`src/tim_pkg.sv`:
```
// Package for the tracking-id map with aging.
// Holds field widths, operation and status codes, and the control structs
// shared by the controller and the datapath. Depends on nothing.
package tim_pkg;

  // Table size default
  localparam int TABLE_ENTRIES_DEF = 64;

  // Field widths
  localparam int OP_W     = 2;
  localparam int KEY_W    = 32;
  localparam int ID_W     = 64;
  localparam int LIFE_W   = 10;
  localparam int STATUS_W = 3;
  localparam int EVICT_W  = 7;

  // Lifetime register reset value
  localparam logic [LIFE_W-1:0] LIFE_RESET = LIFE_W'(30);

  // Operation codes
  localparam logic [OP_W-1:0] OP_LOOKUP = 2'd0;
  localparam logic [OP_W-1:0] OP_INSERT = 2'd1;
  localparam logic [OP_W-1:0] OP_TICK   = 2'd2;

  // Status codes
  localparam logic [STATUS_W-1:0] ST_HIT       = 3'd0;
  localparam logic [STATUS_W-1:0] ST_MISS      = 3'd1;
  localparam logic [STATUS_W-1:0] ST_INSERTED  = 3'd2;
  localparam logic [STATUS_W-1:0] ST_DUPLICATE = 3'd3;
  localparam logic [STATUS_W-1:0] ST_FULL      = 3'd4;
  localparam logic [STATUS_W-1:0] ST_TICK_DONE = 3'd5;

  // Saturation limit of the eviction count
  localparam logic [EVICT_W-1:0] EVICT_MAX = '1;

  // Commands from controller to datapath
  typedef struct packed {
    logic accept;   // latch a new request
    logic scan;     // walk the table, one entry per cycle
    logic finish;   // close out the request after the walk
    logic publish;  // move the result into the output register
  } tim_cmd_t;

  // Status from datapath to controller
  typedef struct packed {
    logic early_done; // lookup hit or duplicate key found
    logic scan_end;   // last entry compared this cycle
    logic out_free;   // output register can take a result
  } tim_sts_t;

endpackage

```
`src/tim_ctrl.sv`:
```
// Controller of the tracking-id map: one-hot state machine that sequences
// accept, table walk, close-out and result hand-off. Depends on tim_pkg.
module tim_ctrl (
  input  logic              clk,
  input  logic              rst_n,
  input  logic              in_valid,
  output logic              in_ready,
  input  tim_pkg::tim_sts_t sts,
  output tim_pkg::tim_cmd_t cmd
);
  import tim_pkg::*;

  typedef enum logic [3:0] {
    S_IDLE   = 4'b0001,
    S_SCAN   = 4'b0010,
    S_FINISH = 4'b0100,
    S_DONE   = 4'b1000
  } state_t;

  state_t state_r, state_nxt;

  // Next state and commands
  always_comb begin
    state_nxt   = state_r;
    in_ready    = 1'b0;
    cmd         = '0;
    case (state_r)
      S_IDLE: begin
        in_ready   = 1'b1;
        cmd.accept = in_valid;
        if (in_valid) begin
          state_nxt = S_SCAN;
        end
      end
      S_SCAN: begin
        cmd.scan = 1'b1;
        if (sts.early_done) begin
          state_nxt = S_DONE;
        end else if (sts.scan_end) begin
          state_nxt = S_FINISH;
        end
      end
      S_FINISH: begin
        cmd.finish = 1'b1;
        state_nxt  = S_DONE;
      end
      S_DONE: begin
        cmd.publish = sts.out_free;
        if (sts.out_free) begin
          state_nxt = S_IDLE;
        end
      end
      default: begin
        state_nxt = S_IDLE;
      end
    endcase
  end

  // State register
  always_ff @(posedge clk) begin
    if (!rst_n) begin
      state_r <= S_IDLE;
    end else begin
      state_r <= state_nxt;
    end
  end

endmodule

```
`config.mk`:
```
export PLATFORM = sky130hd
export DESIGN_NAME = tim_ctrl
export DESIGN_NICKNAME = d
export VERILOG_FILES = /design/src/tim_pkg.sv /design/src/tim_ctrl.sv
export SDC_FILE = /design/constraint.sdc
export NUM_CORES = 1
export LEC_CHECK = 0
export BUFFER_PORTS_ARGS = -buffer_cell sky130_fd_sc_hd__buf_2
export CORE_AREA = 2 2 39 41
export DETAILED_ROUTE_END_ITERATION = 10
export DIE_AREA = 0 0 41 43
export SETUP_SLACK_MARGIN = 0.4
export SYNTH_ARGS = -nofsm -noshare
export SYNTH_HDL_FRONTEND = slang
export SYNTH_SLANG_ARGS = --single-unit
export TNS_END_PERCENT = 100
```
`constraint.sdc`:
```
create_clock -name clk -period 2.55 [get_ports clk]
set_clock_uncertainty 0.1 [all_clocks]
set_input_delay 0.3825 -clock clk [delete_from_list [all_inputs] [get_ports clk]]
set_output_delay 0.3825 -clock clk [all_outputs]
set_load 0.01 [all_outputs]
```
### After elaboration in Yosys (flattened, before gate mapping)

Index checks and enable logic that the tools add are counted.

| storage, ports and cells | value |
|---|---|
| register bits after elaboration | 4 |
| input bits | 6 |
| output and inout port bits | 5 |
| logic and storage cells | 19 |

| operators by class | value |
|---|---|
| equality and inequality tests | 7 |
| mux-type cells | 10 |
| reduce and logical (&&, ||, !) cells | 1 |

Operator list:

| cell | count |
|---|---|
| 2-to-1 mux 4 bit | 4 |
| case mux 4 bit (4 select lines) | 1 |
| 2-to-1 mux 1 bit | 5 |
| equality test 4 x 1 -> 1 bit (second input constant) | 1 |
| equality test 4 x 2 -> 1 bit (second input constant) | 1 |
| equality test 4 x 3 -> 1 bit (second input constant) | 1 |
| equality test 4 bit (second input constant) | 1 |
| != test 2 bit (second input constant) | 2 |
| != test 3 bit (second input constant) | 1 |
| AND reduction 3 bit | 1 |

### Logic depth before layout (Yosys ltp)

| depth | value |
|---|---|
| word-level depth | 3 |
| mapped depth | 3 |
| depth with buffers taken out | 3 |

### Worst setup path after synthesis

OpenSTA, ideal clock, no wires.

| timing path | value |
|---|---|
| kind | register to output |
| from | register state_r[3] |
| to | output cmd[3] (netlist name) |
| data arrival time | 0.976 ns |
| required time | 2.068 ns |
| slack | 1.092 ns |
| cell stages (with the launch flop) | 3 |
| path buffers | 0 |
| path through | dfxtp_1 -> nor4b_4 -> and2_4 |

RTL lines:

| item | RTL line | RTL |
|---|---|---|
| from (decl) | tim_ctrl.sv:20 | `state_t state_r, state_nxt;` |
| from (signal assigned) | tim_ctrl.sv:64 | `state_r <= state_nxt;` |
| to (decl) | tim_ctrl.sv:9 | `output tim_pkg::tim_cmd_t cmd` |

==> summary.txt <==
Job
  – Max cap viols: 0

Drt
  – Initial drt markers: 2
  – DRC: 0
  – WL final: 644 um
  – DR WL/cell: 11.93 um
  – Antenna-violating nets left: 0
  – Drt pass-1 iters: 2
  – Vias/cell: 4.463
  – Vias: 241

Worst setup path
  – CP startpoint: state_r[0]
  – R2r startpoint: state_r[3]
  – Worst Reg2Reg Path Length in Cells: 3
  – Setup CP Type: reg -> out
  – Critical Path RT: 2.07 ns
  – Worst path arrival time: 1.34 ns
  – Critical Path Start Type: register
  – Peak fanout along the critical path: 7
  – Worst Setup End Kind: output port

Logic synthesis
  – Mapped Cells: 25
  – Largest family of logic cells by synthesized area: simple AND/OR/NAND/NOR gates
  – Synth Area in Compound Gates: 13.02%
  – Syn_nets: 31
  – Mean area per synthesized cell: 10.76 um2
  – Xor-xnor portion of the synthesized cell area: 3.256%
  – Yosys reg bits: 4
  – Synth unique cells: 19
  – Mux cell area share after synthesis: 0%
  – Seq/Total Area, Yosys: 29.77%
  – Yosys top cell by area: dfxtp_1
  – Adder-Cell Fraction of Synth Area: 0%
  – Top-area cell type share of the netlist area: 29.77%
  – Synth warn: 0
  – Mapped cell area: 269.0 um2
  – Synth area leaders: dfxtp_1 30%, nor4b_4 18%, a221oi_2 5.6%
  – Simple-gate share of the synthesized area: 52.56%

Placed design
  – RePlAce Congestion: 0.7632
  – DP HPWL: 507.7 um
  – Port bufs: 10

Die
  – Initial Utilization: 19.44%
  – I/O pin count: 11
  – Core Rows: 14
  – Die X: 41 um
  – Core ar.: 0.001384 mm2
  – Die H: 43 um
  – Full die area: 0.001763 mm2

Clocking
  – CTS Hold Bufs: 0
  – Clock Tree Root: clkbuf_4
  – Setup bufs post-CTS: 0
  – Clock buffer depth: 2
  – CTS resizes: 0
  – Worst-Skew Late Latency: 0.23 ns
  – CTS H-tree lvls: 1
  – Sinks on Clock Net: 4
  – Clock transition at path regs: 0.04 ns
  – CTS buffer count: 3
  – TritonCTS clock tree: done

Layout
  – Max FFs per register: 4
  – Antenna cells: 0
  – Largest registers: state_r (4)
  – Nets: 46
  – Synth-to-layout area growth: 34.42%
  – Layout Utilization: 26.13%
  – Share of post-route cells with drive strength above 1: 50.00%
  – Top reg by flops: state_r

Timing
  – Hold Violations, Final: 0
  – Worst hold margin: 0.2698 ns
  – RSZ-0062 raised after global routing: false
  – Final Cycle Share: 71.55%
  – Slew @ Worst Pin: 0.3856 ns
  – Final setup viols: 0
  – Sum Neg Setup Slack: 0 ns
  – Slew margin rel.: 74.25%
  – Crit path time final: 1.825 ns
  – Max frequency: 548.1 MHz
  – Max Slew Vio Count: 0

Worst hold path
  – Worst hold path class: in -> reg
  – Hold_sp: rst_n
  – WHS Path Cells: 2

Global route
  – Vias in the first global route: 232
  – Initial antenna violation count: 0
  – Global Route Usage Sum: 9.529%
  – Total gr overflow: 0
  – Pin count of the biggest net entering global routing: 8
  – Global-route wire length before repair: 979 um

Power
  – PD cells: 502.9 mW/mm2
  – Pleak: 0.0001521 uW
  – Max IR drop VDD: 0.1841 mV

Outcome
  – Status: complete, no violations
## per-layer routing
metal | GRT usage (%) | share of wire [%] | up-vias
met3 | 5.236 | 7.0 | 2
met4 | 12.00 | 2.6 | 0
met1 | 10.26 | 45 | 109
met2 | 10.94 | 45 | 8
met5 | 0 | 0 | -
li1 | - | - | 122
## cells in the mapped netlist, drive strengths merged
| library cell | number |
|---|---|
| nand3b | 1 |
| and4b | 1 |
| inv | 1 |
| nand2 | 1 |
| and2 | 1 |
| a22oi | 1 |
| nand2b | 1 |
| dfxtp | 4 |
| nor2 | 2 |
| nor3 | 2 |
| and2b | 1 |
| o21a | 1 |
| nor4 | 2 |
| a221oi | 1 |
| xnor2 | 1 |
| nor4b | 3 |
| a21oi | 1 |
## report_power, final
part,leakage [uW],switching [uW],internal (uW),total [uW]
logic,0.000106,13.5,18.1,31.6
registers,0.0000327,6.42,65.6,72.0
clock network,0.0000138,25.6,52.6,78.2
total,0.000152,45.5,136,182
## stage by stage
| step | std cells | instance area, um2 | power, uW | setup WS (ns) |
|---|---|---|---|---|
| after floorplan | 25 | 269.0 | 92.09 | 1.092 |
| after global placement | 51 | 339.1 | 104.2 | 1.042 |
| after detailed placement | 51 | 339.1 | 104.8 | 0.9750 |
| after CTS | 54 | 361.6 | 186.1 | 0.7179 |
| after global routing | 54 | 361.6 | 190.5 | 0.6701 |
| final | 54 | 361.6 | 181.9 | 0.7255 |
## cell usage in the layout, fill, tap and decap left out
cell type and instances:
buf_2 10, dfxtp_1 4, clkbuf_4 3, nor4b_4 2, nor4_1 2, nor2_1 2
nand2b_1 1, nor3_1 1, nand2_1 1, and2_4 1, and4b_1 1, inv_1 1
a22oi_1 1, nor4b_2 1, and2b_1 1, nor3_2 1, nand3b_1 1, a21oi_1 1
o21a_1 1, xnor2_1 1, a221oi_2 1
## worst max-delay path: stages, from the launching register on
cell,delay [ns]
dfxtp_1,0.47
nor4b_4,0.31
and2_4,0.20
buf_2,0.12
## kinds of logic after synthesis
family	after synthesis
and+or+nand+nor	15
AOI/OAI and AO/OA	4
DFF	4
xor gates and xnor gates	1
buffers and inverters	1
## worst paths after layout
kind	slack, ns	end
worst min register to register	0.60	state_r[1]
worst max register to register	1.21	state_r[1]
worst min-delay path	0.27	state_r[0]
worst max-delay path	0.73	cmd[3]
## cell type report
cell class / count / area (um2)
Clock buffer: 3 / 22.52
Sequential cell: 4 / 80.08
Inverter: 1 / 3.754
Timing Repair Buffer: 10 / 50.05
Tap cell: 16 / 20.02
Fill cell: 157 / 1022
Multi-Input combinational cell: 20 / 185.2
No activity file was read; power rests on OpenSTA's default activity.
